`config.mk`:
```
export PLATFORM = sky130hd
export DESIGN_NAME = muxed_ultrasonic_ranger
export DESIGN_NICKNAME = d
export VERILOG_FILES = /design/src/rtl/core/mur_pkg.sv /design/src/rtl/core/mur_fsm.sv /design/src/rtl/core/muxed_ultrasonic_ranger.sv
export SDC_FILE = /design/constraint.sdc
export NUM_CORES = 1
export LEC_CHECK = 0
export BUFFER_PORTS_ARGS = -buffer_cell sky130_fd_sc_hd__buf_2
export CORE_UTILIZATION = 55
export CTS_CLUSTER_SIZE = 10
export DETAILED_ROUTE_END_ITERATION = 8
export PLACE_DENSITY = 0.72
export SETUP_SLACK_MARGIN = 0.2
export SKIP_CTS_REPAIR_TIMING = 1
export SKIP_LAST_GASP = 1
export SLEW_MARGIN = 20
export SYNTH_ARGS = -nofsm -noshare
export SYNTH_HDL_FRONTEND = slang
export SYNTH_HIERARCHICAL = 1
export SYNTH_SLANG_ARGS = --single-unit
```
`constraint.sdc`:
```
create_clock -name clock -period 18.6 [get_ports clock]
set_input_delay 0.93 -clock clock [delete_from_list [all_inputs] [get_ports clock]]
set_output_delay 0.93 -clock clock [all_outputs]
set_load 0.01 [all_outputs]
```
`src/rtl/core/mur_pkg.sv`:
```
// ----------------------------------------------------------------------------
// mur_pkg
// Shared types, register indexes and reset values for the multiplexed
// ultrasonic ranger.
// ----------------------------------------------------------------------------
package mur_pkg;

   localparam int unsigned SENSOR_COUNT_DEF = 8;

   localparam int unsigned CSR_ADDR_W = 3;
   localparam int unsigned CSR_DATA_W = 16;

   localparam logic [CSR_ADDR_W-1:0] CSR_SETTLE  = 3'd0;
   localparam logic [CSR_ADDR_W-1:0] CSR_TRIGGER = 3'd1;
   localparam logic [CSR_ADDR_W-1:0] CSR_TIMEOUT = 3'd2;
   localparam logic [CSR_ADDR_W-1:0] CSR_MIN_MM  = 3'd3;
   localparam logic [CSR_ADDR_W-1:0] CSR_MAX_MM  = 3'd4;
   localparam logic [CSR_ADDR_W-1:0] CSR_SPEED   = 3'd5;

   localparam logic [13:0] DIST_MAX = 14'd16383;

   typedef struct packed {
      logic       action;
      logic [2:0] channel;
      logic       echo_level;
   } req_type;

   typedef struct packed {
      logic        trigger_level;
      logic [2:0]  select_lines;
      logic        busy_res;
      logic        done_res;
      logic [13:0] distance_mm;
      logic        in_range;
      logic        timed_out;
   } rsp_type;

   typedef struct packed {
      logic [15:0] settle_us;
      logic [7:0]  trigger_us;
      logic [15:0] timeout_us;
      logic [13:0] min_mm;
      logic [13:0] max_mm;
      logic [15:0] speed_factor_q16;
   } cfg_type;

   localparam cfg_type CFG_RESET = '{
      settle_us:        16'd10000,
      trigger_us:       8'd10,
      timeout_us:       16'd23507,
      min_mm:           14'd20,
      max_mm:           14'd4000,
      speed_factor_q16: 16'd11151
   };

   // Outcome of one tick of the sequencer, before distance conversion.
   typedef struct packed {
      logic        trigger_level;
      logic [2:0]  select_lines;
      logic        busy_res;
      logic        done_res;
      logic        timed_out;
      logic        range_check;
      logic [15:0] dist_count;
   } step_type;

endpackage

```
`src/rtl/core/mur_fsm.sv`:
```
// ----------------------------------------------------------------------------
// mur_fsm
// Measurement sequencer: select, settle, trigger pulse, echo rise wait and
// echo width count. Advances one tick per accepted request.
// ----------------------------------------------------------------------------
module mur_fsm #(
   parameter int unsigned SENSOR_COUNT = mur_pkg::SENSOR_COUNT_DEF
) (
   input  logic              clock,
   input  logic              reset,
   input  logic              step_go,
   input  mur_pkg::req_type  item,
   input  mur_pkg::cfg_type  cfg,
   output mur_pkg::step_type step
);
   import mur_pkg::*;

   localparam logic [2:0] PH_IDLE      = 3'd0;
   localparam logic [2:0] PH_SETTLE    = 3'd1;
   localparam logic [2:0] PH_TRIGGER   = 3'd2;
   localparam logic [2:0] PH_WAIT_RISE = 3'd3;
   localparam logic [2:0] PH_COUNT     = 3'd4;

   localparam logic [3:0] CHAN_LIMIT = 4'(SENSOR_COUNT);
   localparam logic [2:0] CHAN_TOP   = 3'(SENSOR_COUNT - 1);

   logic [2:0]  phase_ff, phase_in;
   logic [15:0] cnt_ff, cnt_in;
   logic [2:0]  sel_ff, sel_in;
   logic [16:0] inc;
   logic        done;
   logic        tout;
   logic        check;
   logic [15:0] dist_cnt;

   assign inc = {1'b0, cnt_ff} + 17'd1;

   always_comb begin
      phase_in = phase_ff;
      cnt_in   = cnt_ff;
      sel_in   = sel_ff;
      done     = 1'b0;
      tout     = 1'b0;
      check    = 1'b0;
      dist_cnt = 16'd0;
      unique case (phase_ff)
         PH_SETTLE: begin
            if (inc >= {1'b0, cfg.settle_us}) begin
               phase_in = PH_TRIGGER;
               cnt_in   = 16'd0;
            end else begin
               cnt_in = inc[15:0];
            end
         end
         PH_TRIGGER: begin
            if (inc >= {9'd0, cfg.trigger_us}) begin
               phase_in = PH_WAIT_RISE;
               cnt_in   = 16'd0;
            end else begin
               cnt_in = inc[15:0];
            end
         end
         PH_WAIT_RISE: begin
            if (item.echo_level) begin
               if (cfg.timeout_us <= 16'd1) begin
                  done     = 1'b1;
                  tout     = 1'b1;
                  dist_cnt = cfg.timeout_us;
               end else begin
                  phase_in = PH_COUNT;
                  cnt_in   = 16'd1;
               end
            end else if (inc >= {1'b0, cfg.timeout_us}) begin
               done = 1'b1;
               tout = 1'b1;
            end else begin
               cnt_in = inc[15:0];
            end
         end
         PH_COUNT: begin
            if (item.echo_level) begin
               if (inc >= {1'b0, cfg.timeout_us}) begin
                  done     = 1'b1;
                  tout     = 1'b1;
                  dist_cnt = cfg.timeout_us;
               end else begin
                  cnt_in = inc[15:0];
               end
            end else begin
               done     = 1'b1;
               check    = 1'b1;
               dist_cnt = cnt_ff;
            end
         end
         default: begin
            if (item.action) begin
               sel_in   = ({1'b0, item.channel} >= CHAN_LIMIT) ? CHAN_TOP : item.channel;
               phase_in = PH_SETTLE;
               cnt_in   = 16'd0;
            end else begin
               phase_in = PH_IDLE;
            end
         end
      endcase
      if (done) begin
         phase_in = PH_IDLE;
         cnt_in   = 16'd0;
      end
   end

   always_comb begin
      step.trigger_level = (phase_in == PH_TRIGGER);
      step.select_lines  = sel_in;
      step.busy_res      = (phase_in != PH_IDLE);
      step.done_res      = done;
      step.timed_out     = tout;
      step.range_check   = check;
      step.dist_count    = dist_cnt;
   end

   always_ff @(posedge clock) begin
      if (reset) begin
         phase_ff <= PH_IDLE;
         cnt_ff   <= 16'd0;
         sel_ff   <= 3'd0;
      end else if (step_go) begin
         phase_ff <= phase_in;
         cnt_ff   <= cnt_in;
         sel_ff   <= sel_in;
      end
   end

endmodule

```
`src/rtl/core/muxed_ultrasonic_ranger.sv`:
```
// ----------------------------------------------------------------------------
// muxed_ultrasonic_ranger
// Echo ranging controller for up to eight multiplexed ultrasonic sensors, one tick
// per request, with Q0.16 conversion of echo width to millimetres.
// ----------------------------------------------------------------------------
// Path: a request passes the input register, the sequencer register, the 16x16
//   product register and the output register before it leaves as a response.
// Throughput: one request per cycle while nothing stalls; rsp_stall holds it off.
// Reset: config registers load their default values, sequencer idle, pipeline empty.
// ----------------------------------------------------------------------------
module muxed_ultrasonic_ranger #(
   parameter int unsigned SENSOR_COUNT = mur_pkg::SENSOR_COUNT_DEF
) (
   input  logic                               clock,
   input  logic                               reset,
   input  logic                               req_valid,
   output logic                               req_stall,
   input  mur_pkg::req_type                   req_data,
   output logic                               rsp_valid,
   input  logic                               rsp_stall,
   output mur_pkg::rsp_type                   rsp_data,
   input  logic                               csr_we,
   input  logic [mur_pkg::CSR_ADDR_W-1:0]     csr_addr,
   input  logic [mur_pkg::CSR_DATA_W-1:0]     csr_wdata
);
   import mur_pkg::*;

   cfg_type     cfg_ff, cfg_in;

   logic        in_vld_ff;
   req_type     in_data_ff;
   logic        mid_vld_ff;
   step_type    mid_step_ff;
   logic        prod_vld_ff;
   step_type    prod_step_ff;
   logic [31:0] prod_ff;
   logic        out_vld_ff;
   rsp_type     out_data_ff;

   logic        in_rdy;
   logic        mid_rdy;
   logic        prod_rdy;
   logic        out_rdy;
   logic        step_go;
   step_type    step;

   logic [32:0] rounded;
   logic [16:0] mm_wide;
   logic [13:0] mm_sat;
   rsp_type     out_data_in;

   always_comb begin
      cfg_in = cfg_ff;
      if (csr_we) begin
         unique case (csr_addr)
            CSR_SETTLE:  cfg_in.settle_us        = csr_wdata;
            CSR_TRIGGER: cfg_in.trigger_us       = csr_wdata[7:0];
            CSR_TIMEOUT: cfg_in.timeout_us       = csr_wdata;
            CSR_MIN_MM:  cfg_in.min_mm           = csr_wdata[13:0];
            CSR_MAX_MM:  cfg_in.max_mm           = csr_wdata[13:0];
            CSR_SPEED:   cfg_in.speed_factor_q16 = csr_wdata;
            default:     cfg_in = cfg_ff;
         endcase
      end
   end

   always_ff @(posedge clock) begin
      if (reset) begin
         cfg_ff <= CFG_RESET;
      end else begin
         cfg_ff <= cfg_in;
      end
   end

   assign out_rdy  = !out_vld_ff || !rsp_stall;
   assign prod_rdy = !prod_vld_ff || out_rdy;
   assign mid_rdy  = !mid_vld_ff || prod_rdy;
   assign in_rdy   = !in_vld_ff || mid_rdy;
   assign step_go  = in_vld_ff && mid_rdy;

   assign req_stall = !in_rdy;
   assign rsp_valid = out_vld_ff;
   assign rsp_data  = out_data_ff;

   mur_fsm #(
      .SENSOR_COUNT (SENSOR_COUNT)
   ) u_fsm (
      .clock   (clock),
      .reset   (reset),
      .step_go (step_go),
      .item    (in_data_ff),
      .cfg     (cfg_ff),
      .step    (step)
   );

   always_comb begin
      rounded = {1'b0, prod_ff} + 33'd32768;
      mm_wide = rounded[32:16];
      mm_sat  = (mm_wide > {3'd0, DIST_MAX}) ? DIST_MAX : mm_wide[13:0];
      out_data_in.trigger_level = prod_step_ff.trigger_level;
      out_data_in.select_lines  = prod_step_ff.select_lines;
      out_data_in.busy_res      = prod_step_ff.busy_res;
      out_data_in.done_res      = prod_step_ff.done_res;
      out_data_in.distance_mm   = mm_sat;
      out_data_in.in_range      = prod_step_ff.range_check
                                  && (mm_sat > cfg_ff.min_mm)
                                  && (mm_sat < cfg_ff.max_mm);
      out_data_in.timed_out     = prod_step_ff.timed_out;
   end

   always_ff @(posedge clock) begin
      if (reset) begin
         in_vld_ff   <= 1'b0;
         mid_vld_ff  <= 1'b0;
         prod_vld_ff <= 1'b0;
         out_vld_ff  <= 1'b0;
      end else begin
         if (in_rdy) begin
            in_vld_ff <= req_valid;
         end
         if (mid_rdy) begin
            mid_vld_ff <= in_vld_ff;
         end
         if (prod_rdy) begin
            prod_vld_ff <= mid_vld_ff;
         end
         if (out_rdy) begin
            out_vld_ff <= prod_vld_ff;
         end
      end
   end

   always_ff @(posedge clock) begin
      if (req_valid && in_rdy) begin
         in_data_ff <= req_data;
      end
      if (step_go) begin
         mid_step_ff <= step;
      end
      if (mid_vld_ff && prod_rdy) begin
         prod_step_ff <= mid_step_ff;
         prod_ff      <= {16'd0, mid_step_ff.dist_count}
                         * {16'd0, cfg_ff.speed_factor_q16};
      end
      if (prod_vld_ff && out_rdy) begin
         out_data_ff <= out_data_in;
      end
   end

   a_range_needs_clean_done: assert property (@(posedge clock) disable iff (reset)
      rsp_valid && rsp_data.in_range |-> rsp_data.done_res && !rsp_data.timed_out
                                         && rsp_data.distance_mm > cfg_ff.min_mm)
      else $error("in_range without a clean finished measurement");

   a_trigger_while_busy: assert property (@(posedge clock) disable iff (reset)
      rsp_valid && rsp_data.trigger_level |-> rsp_data.busy_res && !rsp_data.done_res)
      else $error("trigger driven outside a running measurement");

   a_distance_only_on_done: assert property (@(posedge clock) disable iff (reset)
      rsp_valid && !rsp_data.done_res |-> rsp_data.distance_mm == 14'd0
                                          && !rsp_data.timed_out)
      else $error("distance or timeout reported without done");

   a_done_ends_busy: assert property (@(posedge clock) disable iff (reset)
      step_go && step.done_res |-> !step.busy_res)
      else $error("sequencer still busy on the finishing tick");

endmodule
```
==> flow_metrics.env, run 1 <==
export IMPL_gp_congestion=0.911
export IMPL_crit_path_end="prod_ff[30]"
export IMPL_fp_row_count=64
export IMPL_worstSetupPathDepth=17
export IMPL_peakVddDrop_v=0.0000670
export IMPL_yosys_area_top_type="fa_1"
export IMPL_synth_top_area_share=0.221
export IMPL_port_buffers=52
export IMPL_critPathArrivalTime_ns=6.46
export IMPL_finalWirelength_microns=41800
export IMPL_clockBufferDepth=2
export IMPL_r2r_end="prod_ff[30]"
export IMPL_viasPerCell=5.62
export IMPL_grt_pass1_vias=13400
export IMPL_grt_ovfl_total=0
export IMPL_dp_worst_setup_slack_ns=12.31
export IMPL_yosys_warnings=6
export IMPL_grt_max_degree=98
export IMPL_fmax_ghz=0.159
export IMPL_drive_gt1_frac=0.0603
export IMPL_vias=13000
export IMPL_path_delay_family="adder cells"
export IMPL_setup_tns_final_ns=0
export IMPL_ant_nets=0
export IMPL_setup_viol=0
export IMPL_synthTopCellsByCount="nand2_1, inv_1, fa_1, ha_1, and2_1"
export IMPL_hold_violations=0
export IMPL_syn2layout_area_growth_pct=5.99
export IMPL_ys_ff_latch=186
export IMPL_rsz0062_at_grt="no"
export IMPL_postPlaceCellArea_sq_um=17900
export IMPL_crit_chain="nand2_1 > fa_1 > inv_1 > fa_1 > fa_1 > fa_1 > fa_1 > inv_1 > fa_1 > inv_1 > ha_1 > nand4_2 > or2_1 > o32a_1 > a21oi_2 > or4b_1 > o311ai_2"
export IMPL_instances_no_fill=2304
export IMPL_dpl_hpwl_microns=32400
export IMPL_min_period_over_period=0.338
export IMPL_synth_seq_area_share=0.257
export IMPL_rr_worst_depth=17
export IMPL_relSlewSlack=0.345
export IMPL_layout_setup_ws_ns=12.32
export IMPL_die_h_microns=180
export IMPL_ys_flop_type="dfxtp_1"
export IMPL_grt_usage=0.269
export IMPL_chipWidth_microns=180
export IMPL_skew_ns=0.0119
export IMPL_cts_buffers=17
export IMPL_cpMostUsedCell="fa_1"
export IMPL_crit_start="cfg_ff[12]"
export IMPL_worst_pin_slew_ns=0.982
export IMPL_criticalPathCategory="reg2reg"
export IMPL_cts_root_buf="clkbuf_16"
export IMPL_drcViolationCount=0
export IMPL_antenna_found_initial=0
export IMPL_whs_path_depth=0
export IMPL_slew_violations=0
export IMPL_dpl_cell_count=2272
export IMPL_netlist_instances=1904
export IMPL_htreeDepth=4
export IMPL_synth_edf_count=76
export IMPL_io_pins=53
export IMPL_status="completed"
export IMPL_worst_path_buf_inv=3
export IMPL_core_sq_um=30900
export IMPL_path_clk_slew_ns=0.07
export IMPL_fin_nets=2284
export IMPL_dieArea_sq_um=32500
export IMPL_reg2reg_from="cfg_ff[12]"
export IMPL_power_leakage_nw=8.53
export IMPL_grt_pass1_wl_microns=69300
export IMPL_slowest_delay_ns=0.79
export IMPL_async_flop_share=0
export IMPL_yosysMostFrequentCell="nand2_1"
export IMPL_dr_pass1_iters=5
export IMPL_syn_area_per_cell_sq_um=9.18
export IMPL_period_needed_ns=6.28
export IMPL_synthTopCellsByArea="fa_1, edfxtp_1, dfxtp_1"
export IMPL_routedWlPerCell_microns=18.1
export IMPL_pwr_density_cell_nw_per_um2=87.0
export IMPL_clock_sinks=186
export IMPL_reg2reg_slack_ns=12.32
export IMPL_ys_types=83
export IMPL_cap_violations=0
export IMPL_hp_class="reg2reg"
export IMPL_postLayoutCellArea_sq_um=18500
export IMPL_initialDrtViolationCount=939
export IMPL_cp_max_fo=17
export IMPL_worstPathRequired_ns=18.78
export IMPL_cts_tree="built"
export IMPL_synthesis_nets=2293
export IMPL_worstSetupEndpointType="flip-flop"
export IMPL_start_util=0.565
export IMPL_syn_area_sq_um=17500
export IMPL_slowest_stage="dfxtp_1"
export IMPL_diodes=0
export IMPL_final_util=0.599
export IMPL_clkLatencyLatePin_ns=0.44
export IMPL_cp_start_kind="flip-flop"
-- worst register-to-register path: cells and delay by family (launching register included) --
kind	cells	cell delay [ns]
AOI/OAI and AO/OA	3	0.71
and+or+nand+nor	4	0.86
buffers and inverters	3	0.14
DFF	1	0.79
adders and majority gates	7	3.53
-- cells by family after synthesis --
group,count (synthesis),share of synthesized area
simple gates,664,0.187
flops,186,0.257
buf+inv,384,0.0848
compound gates,243,0.0945
fa+ha+maj,361,0.341
mux,18,0.0106
xor+xnor,48,0.0253
-- final cells by class --
| class | count | area (sq um) |
|---|---|---|
| fill | 2641 | 12400 |
| timing repair buffer | 57 | 298 |
| multi-input combinational | 1334 | 11500 |
| clock inverter | 11 | 124 |
| tap | 396 | 495 |
| clock buffer | 21 | 460 |
| sequential | 186 | 4480 |
| inverter | 299 | 1120 |
-- metal layers --
| metal | wire [microns] | GRT usage | vias up |
|---|---|---|---|
| li1 | - | - | 6150 |
| met1 | 18700 | 0.368 | 6338 |
| met2 | 19800 | 0.447 | 412 |
| met3 | 2440 | 0.0414 | 59 |
| met4 | 811 | 0.0708 | 0 |
| met5 | 0 | 0 | - |
-- flip-flops by register name, summed over array words and instances, names as in the netlist --
signal          flops
u_fsm/phase_ff      3
u_fsm/cnt_ff       16
rsp_data           22
mid_vld_ff          1
in_vld_ff           1
prod_vld_ff         1
rsp_valid           1
prod_step_ff        1
mid_step_ff        24
cfg_ff             84
in_data_ff          5
u_fsm/sel_ff        3
out_data_in         7
prod_ff            17
-- placed cells by master, fill, tap and decap left out, types with 6 or more instances in the layout --
cell and instances:
nand2_1 321, inv_1 299, fa_1 193, ha_1 167, and2_1 133, dfxtp_1 110
a21oi_1 89, edfxtp_1 76, buf_2 52, nor2_1 51, xnor2_1 27, nand3b_1 26
nand3_1 24, nand4_1 22, o21ai_0 22, a22o_1 21, xor2_1 19, a21o_1 17
clkbuf_16 17, and3_1 16, nor3_1 15, nor2b_1 15, mux2i_1 14, a211o_1 13
a211oi_1 10, o21a_1 7, nor4_1 7, o211ai_1 6, nand2b_1 6
-- per-stage QoR --
step	power, W	hold WS (ns)
6_report	0.00161	0.421
5_1_grt	0.00175	0.425
4_1_cts	0.00163	0.422
3_5_place_dp	0.00127	0.405
3_3_place_gp	0.00124	0.401
2_1_floorplan	0.00107	0.400
-- power breakdown --
| part | total [W] | switching (W) | internal [W] |
|---|---|---|---|
| registers | 0.000505 | 0.0000279 | 0.000477 |
| clock network | 0.000361 | 0.000175 | 0.000186 |
| logic | 0.000746 | 0.000436 | 0.000310 |
-- worst min-delay path by stage --
stage                          from              end
floorplan           mid_step_ff[17]   out_data_in[0]
global placement    mid_step_ff[21]  out_data_in[19]
detailed placement  mid_step_ff[21]  out_data_in[19]
CTS                 mid_step_ff[21]  out_data_in[19]
global route        out_data_in[20]     rsp_data[20]
finish              mid_step_ff[21]  out_data_in[19]
Note: power is estimated with default switching activity, not from simulation.
==> run 2, diff against run 1 <==
--- a/config.mk
+++ b/config.mk
@@ -5,11 +5,12 @@
 export SDC_FILE = /design/constraint.sdc
 export NUM_CORES = 1
 export LEC_CHECK = 0
+export ABC_AREA = 1
 export BUFFER_PORTS_ARGS = -buffer_cell sky130_fd_sc_hd__buf_2
 export CORE_UTILIZATION = 55
 export CTS_CLUSTER_SIZE = 10
 export DETAILED_ROUTE_END_ITERATION = 8
-export PLACE_DENSITY = 0.72
+export PLACE_DENSITY = 0.74
 export SETUP_SLACK_MARGIN = 0.2
 export SKIP_CTS_REPAIR_TIMING = 1
 export SKIP_LAST_GASP = 1
==> constraint.sdc (replaced) <==
create_clock -name clock -period 5.5 [get_ports clock]
set_input_delay 0.275 -clock clock [delete_from_list [all_inputs] [get_ports clock]]
set_output_delay 0.275 -clock clock [all_outputs]
set_load 0.01 [all_outputs]
==> flow_metrics.env, run 2 <==
export IMPL_largest_register="cfg_ff"
export IMPL_relSlewSlack=0.310
export IMPL_largest_reg_flops=84
export IMPL_dr_pass1_iters=5
export IMPL_syn_area_sq_um=18700
export IMPL_hold_violations=0
export IMPL_ant_nets=0
export IMPL_worstSetupEndpointType="flip-flop"
export IMPL_grt_pass1_wl_microns=81200
export IMPL_cap_violations=0
export IMPL_grt_max_degree=83
export IMPL_synthTopCellsByCount="nand2_1, inv_1, fa_1, nor2_1, ha_1"
export IMPL_chipWidth_microns=186
export IMPL_r2r_end="prod_ff[26]"
export IMPL_reg2reg_from="mid_step_ff[10]"
export IMPL_postPlaceCellArea_sq_um=20000
export IMPL_finalWirelength_microns=52400
export IMPL_slew_violations=0
export IMPL_port_buffers=52
export IMPL_fmax_ghz=0.182
export IMPL_nFillCells=2722
export IMPL_regArea_sq_um=4500
export IMPL_ys_types=49
export IMPL_period_needed_ns=5.50
export IMPL_skew_ns=0.0156
export IMPL_switching_share=0.472
export IMPL_cts_buffers=17
export IMPL_dpl_hpwl_microns=40100
export IMPL_peakVddDrop_v=0.000595
export IMPL_whs_path_depth=3
export IMPL_multi_input_area_sq_um=12500
export IMPL_layout_commonest_cell="nand2_1"
export IMPL_fin_nets=2939
export IMPL_cp_max_fo=7
export IMPL_cp_start_kind="flip-flop"
export IMPL_cts_tree="built"
export IMPL_htreeDepth=4
export IMPL_worstPathRequired_ns=5.71
export IMPL_fp_row_count=67
export IMPL_synthTopCellsByArea="fa_1, edfxtp_1, dfxtp_1"
export IMPL_violations="negative setup slack"
export IMPL_criticalPathCategory="reg2reg"
export IMPL_core_sq_um=33400
export IMPL_path_clk_slew_ns=0.09
export IMPL_layout_setup_ws_ns=-0.000471
export IMPL_clock_power_share=0.135
export IMPL_netlist_instances=2435
export IMPL_synth_edf_count=76
export IMPL_clockBufferDepth=2
export IMPL_yosys_warnings=6
export IMPL_die_h_microns=186
export IMPL_start_util=0.558
export IMPL_status="finished with violations"
export IMPL_postLayoutCellArea_sq_um=21800
export IMPL_power_total_w=0.0102
export IMPL_drcViolationCount=0
export IMPL_gp_congestion=0.955
export IMPL_diodes=0
export IMPL_hp_class="in2reg"
export IMPL_reg2reg_slack_ns=-0.0005
export IMPL_rsz0062_at_grt="yes"
export IMPL_grt_usage=0.305
export IMPL_vias=16400
export IMPL_clock_sinks=186
export IMPL_dieArea_sq_um=34700
export IMPL_routedWlPerCell_microns=17.4
export IMPL_initialDrtViolationCount=1191
export IMPL_antenna_found_initial=0
export IMPL_min_delay_worst_endpoint="in_vld_ff"
export IMPL_power_leakage_nw=11.4
export IMPL_grt_ovfl_total=0
export IMPL_cell_internal_pwr_w=0.00540
export IMPL_power_switching_w=0.00482
export IMPL_yosys_area_top_type="fa_1"
export IMPL_setup_viol=1
export IMPL_hp_start="req_valid"
export IMPL_worst_pin_slew_ns=1.03
export IMPL_synth_seq_area_share=0.240
export IMPL_synthesis_nets=2824
export IMPL_pwr_density_cell_nw_per_um2=468
export IMPL_critPathArrivalTime_ns=5.71
export IMPL_clkLatencyLatePin_ns=0.46
export IMPL_async_flop_share=0
export IMPL_cts_root_buf="clkbuf_16"
export IMPL_min_period_over_period=1.00
export IMPL_viasPerCell=5.45
export IMPL_rr_worst_depth=21
export IMPL_pwr_share_comb=0.692
export IMPL_io_pins=53
export IMPL_syn_area_per_cell_sq_um=7.67
export IMPL_seqPwrFrac=0.173
export IMPL_layout_common_cells="nand2_1, inv_1, fa_1"
export IMPL_yosysMostFrequentCell="nand2_1"
export IMPL_ys_ff_latch=186
export IMPL_synth_top_area_share=0.207
export IMPL_drive_gt1_frac=0.175
export IMPL_ys_flop_type="dfxtp_1"
export IMPL_syn2layout_area_growth_pct=16.8
export IMPL_grt_pass1_vias=16100
## run 2: final cells by class
cell class / instances / area share
Multi-Input combinational cell: 1595 / 0.573
Sequential cell: 186 / 0.206
Inverter: 556 / 0.0958
Timing Repair Buffer: 194 / 0.0686
Tap cell: 448 / 0.0257
Clock buffer: 17 / 0.0195
Clock inverter: 15 / 0.0107
## run 2: layer usage
metal,vias to the layer above,GRT usage,share of wire
li1,7748,-,-
met1,7952,0.377,0.40
met2,580,0.542,0.50
met3,140,0.0331,0.059
met4,0,0.125,0.039
met5,-,0,0
## run 2: worst max-delay path by stage
stage                               start          end  slack (ns)  cells after the start
after CTS                 mid_step_ff[11]  prod_ff[25]       -0.29                     22
after global placement    mid_step_ff[11]  prod_ff[25]       -0.24                     22
final                     mid_step_ff[10]  prod_ff[26]     -0.0005                     21
after global routing      mid_step_ff[10]  prod_ff[26]       -0.17                     21
after floorplan           mid_step_ff[11]  prod_ff[30]        0.20                     20
after detailed placement  mid_step_ff[11]  prod_ff[25]       -0.28                     22
## run 2: per-stage QoR
stage	utilization	std cells	setup TNS [ns]	hold slack [ns]	setup slack, ns
2_1_floorplan	-	2435	0	0.344	0.198
3_3_place_gp	0.597	2936	-1.22	0.403	-0.240
3_5_place_dp	0.597	2936	-1.92	0.405	-0.279
4_1_cts	0.616	2968	-2.14	-0.0224	-0.287
5_1_grt	0.652	3011	-0.941	0.0352	-0.167
6_report	0.652	3011	-0.000471	0.0378	-0.000471
## run 2: logic make-up after synthesis
family | Yosys count | synth area share
AOI/OAI and AO/OA | 274 | 0.0840
DFF | 186 | 0.240
xor gates and xnor gates | 26 | 0.0122
and+or+nand+nor | 935 | 0.211
buffers and inverters | 654 | 0.134
adders and majority gates | 360 | 0.319
## run 2: power by group through the flow
stage	logic, W	registers, W	clock network (W)
3_5_place_dp	0.00488	0.00180	0
6_report	0.00707	0.00177	0.00138
4_1_cts	0.00492	0.00177	0.00139
3_3_place_gp	0.00479	0.00180	0
2_1_floorplan	0.00326	0.00174	0
5_1_grt	0.00767	0.00177	0.00143
## run 2: critical path: stages (launching register included)
cell and delay [ns]:
edfxtp_1 0.42, buf_12 0.16, buf_6 0.11, buf_6 0.12, nand2_4 0.07, fa_1 0.44
fa_2 0.56, fa_2 0.44, fa_1 0.52, inv_2 0.04, fa_1 0.47, inv_1 0.05
fa_1 0.50, inv_2 0.05, ha_4 0.24, a21o_1 0.23, a31oi_2 0.21, nand2_2 0.11
a21oi_2 0.16, nand2_2 0.10, a21oi_2 0.17, xnor2_1 0.08
==> run 3, diff against run 2 <==
--- a/config.mk
+++ b/config.mk
@@ -11,6 +11,7 @@
 export CTS_CLUSTER_SIZE = 10
 export DETAILED_ROUTE_END_ITERATION = 8
 export PLACE_DENSITY = 0.74
+export RECOVER_POWER = 25
 export SETUP_SLACK_MARGIN = 0.2
 export SKIP_CTS_REPAIR_TIMING = 1
 export SKIP_LAST_GASP = 1
==> flow_metrics.env, run 3 (same netlist as run 2, synthesis figures left out) <==
export IMPL_grt_usage=0.305
export IMPL_routedWlPerCell_microns=17.4
export IMPL_layout_commonest_cell="nand2_1"
export IMPL_postPlaceCellArea_sq_um=20000
export IMPL_dr_pass1_iters=8
export IMPL_skew_ns=0.0171
export IMPL_power_leakage_nw=11.3
export IMPL_worstSetupEndpointType="flip-flop"
export IMPL_period_needed_ns=5.50
export IMPL_worst_pin_slew_ns=1.41
export IMPL_peakVddDrop_v=0.000597
export IMPL_port_buffers=52
export IMPL_gp_congestion=0.955
export IMPL_largest_register="cfg_ff"
export IMPL_status="completed"
export IMPL_layout_common_cells="nand2_1, inv_1, fa_1"
export IMPL_final_util=0.651
export IMPL_clockBufferDepth=2
export IMPL_rsz0062_at_grt="yes"
export IMPL_relSlewSlack=0.0586
export IMPL_htreeDepth=4
export IMPL_setup_viol=0
export IMPL_finalWirelength_microns=52500
export IMPL_cts_root_buf="clkbuf_16"
export IMPL_hp_class="in2reg"
export IMPL_pwr_density_cell_nw_per_um2=469
export IMPL_clock_sinks=186
export IMPL_core_sq_um=33400
export IMPL_criticalPathCategory="reg2reg"
export IMPL_diodes=0
export IMPL_io_pins=53
export IMPL_largest_reg_flops=84
export IMPL_grt_pass1_vias=16100
export IMPL_worstPathRequired_ns=5.71
export IMPL_syn2layout_area_growth_pct=16.6
export IMPL_power_total_w=0.0102
export IMPL_die_h_microns=186
export IMPL_viasPerCell=5.45
export IMPL_vias=16400
export IMPL_min_period_over_period=1.00
export IMPL_slew_violations=0
export IMPL_cts_buffers=17
export IMPL_cp_start_kind="flip-flop"
export IMPL_chipWidth_microns=186
export IMPL_fmax_ghz=0.182
export IMPL_cts_tree="built"
export IMPL_fp_row_count=67
export IMPL_grt_max_degree=83
export IMPL_grt_pass1_wl_microns=81200
export IMPL_ant_nets=0
export IMPL_postLayoutCellArea_sq_um=21800
export IMPL_cp_max_fo=7
export IMPL_start_util=0.558
export IMPL_dpl_hpwl_microns=40100
export IMPL_drcViolationCount=0
export IMPL_cap_violations=0
export IMPL_fin_nets=2939
export IMPL_dieArea_sq_um=34700
export IMPL_hold_violations=0
export IMPL_setup_tns_final_ns=0
export IMPL_critPathArrivalTime_ns=5.71
export IMPL_drive_gt1_frac=0.166
export IMPL_clkLatencyLatePin_ns=0.46
export IMPL_antenna_found_initial=0
export IMPL_initialDrtViolationCount=1112
export IMPL_path_clk_slew_ns=0.09
export IMPL_grt_ovfl_total=0
[run 3: cell types whose count changed in the layout (fill, tap and decap cells not counted)]
cell      change
buf_2        -23
buf_4         -1
clkbuf_1     +24
[run 3: where the power goes]
part | leakage, nW | internal [W] | switching (W)
combinational | 9.43 | 0.00308 | 0.00398
clock | 0.319 | 0.000656 | 0.000722
sequential | 1.60 | 0.00166 | 0.000108
[run 3: worst paths after layout]
check	startpoint	end	slack [ns]	cells past startpoint
worst max-delay path	mid_step_ff[10]	prod_ff[26]	0.0002	21
worst min-delay path	req_valid	in_vld_ff	0.04	3
worst max register to register	mid_step_ff[10]	prod_ff[26]	0.0002	21
worst min register to register	out_data_in[21]	rsp_data[21]	0.42	0
[run 3: routing by layer]
layer,vias to the layer above,routed length [microns],track usage
li1,7745,-,-
met1,7899,20900,0.377
met2,625,26100,0.542
met3,151,3340,0.0331
met4,0,2130,0.125
met5,-,0,0
[run 3: final cells by class]
| type | instances | area (sq um) |
|---|---|---|
| clock buffer | 17 | 425 |
| clock inverter | 15 | 233 |
| fill | 2725 | 11700 |
| inverter | 556 | 2090 |
| multi-input combinational | 1595 | 12500 |
| sequential | 186 | 4500 |
| tap | 448 | 561 |
| timing repair buffer | 194 | 1460 |
[run 3: per-stage QoR]
stage,setup WS (ns),std cells,hold WS [ns]
after floorplan,0.198,2435,0.344
after global placement,-0.240,2936,0.403
after detailed placement,-0.279,2936,0.405
after CTS,-0.287,2968,-0.0224
after global routing,-0.167,3011,0.0352
final,0.000242,3011,0.0365
[run 3: critical path: stages (launching register included)]
cell	delay (ns)
edfxtp_1	0.42
buf_12	0.16
buf_6	0.11
buf_6	0.12
nand2_4	0.06
fa_1	0.44
fa_2	0.56
fa_2	0.44
fa_1	0.52
inv_2	0.04
fa_1	0.47
inv_1	0.05
fa_1	0.50
inv_2	0.05
ha_4	0.24
a21o_1	0.23
a31oi_2	0.21
nand2_2	0.11
a21oi_2	0.16
nand2_2	0.10
a21oi_2	0.17
xnor2_1	0.08
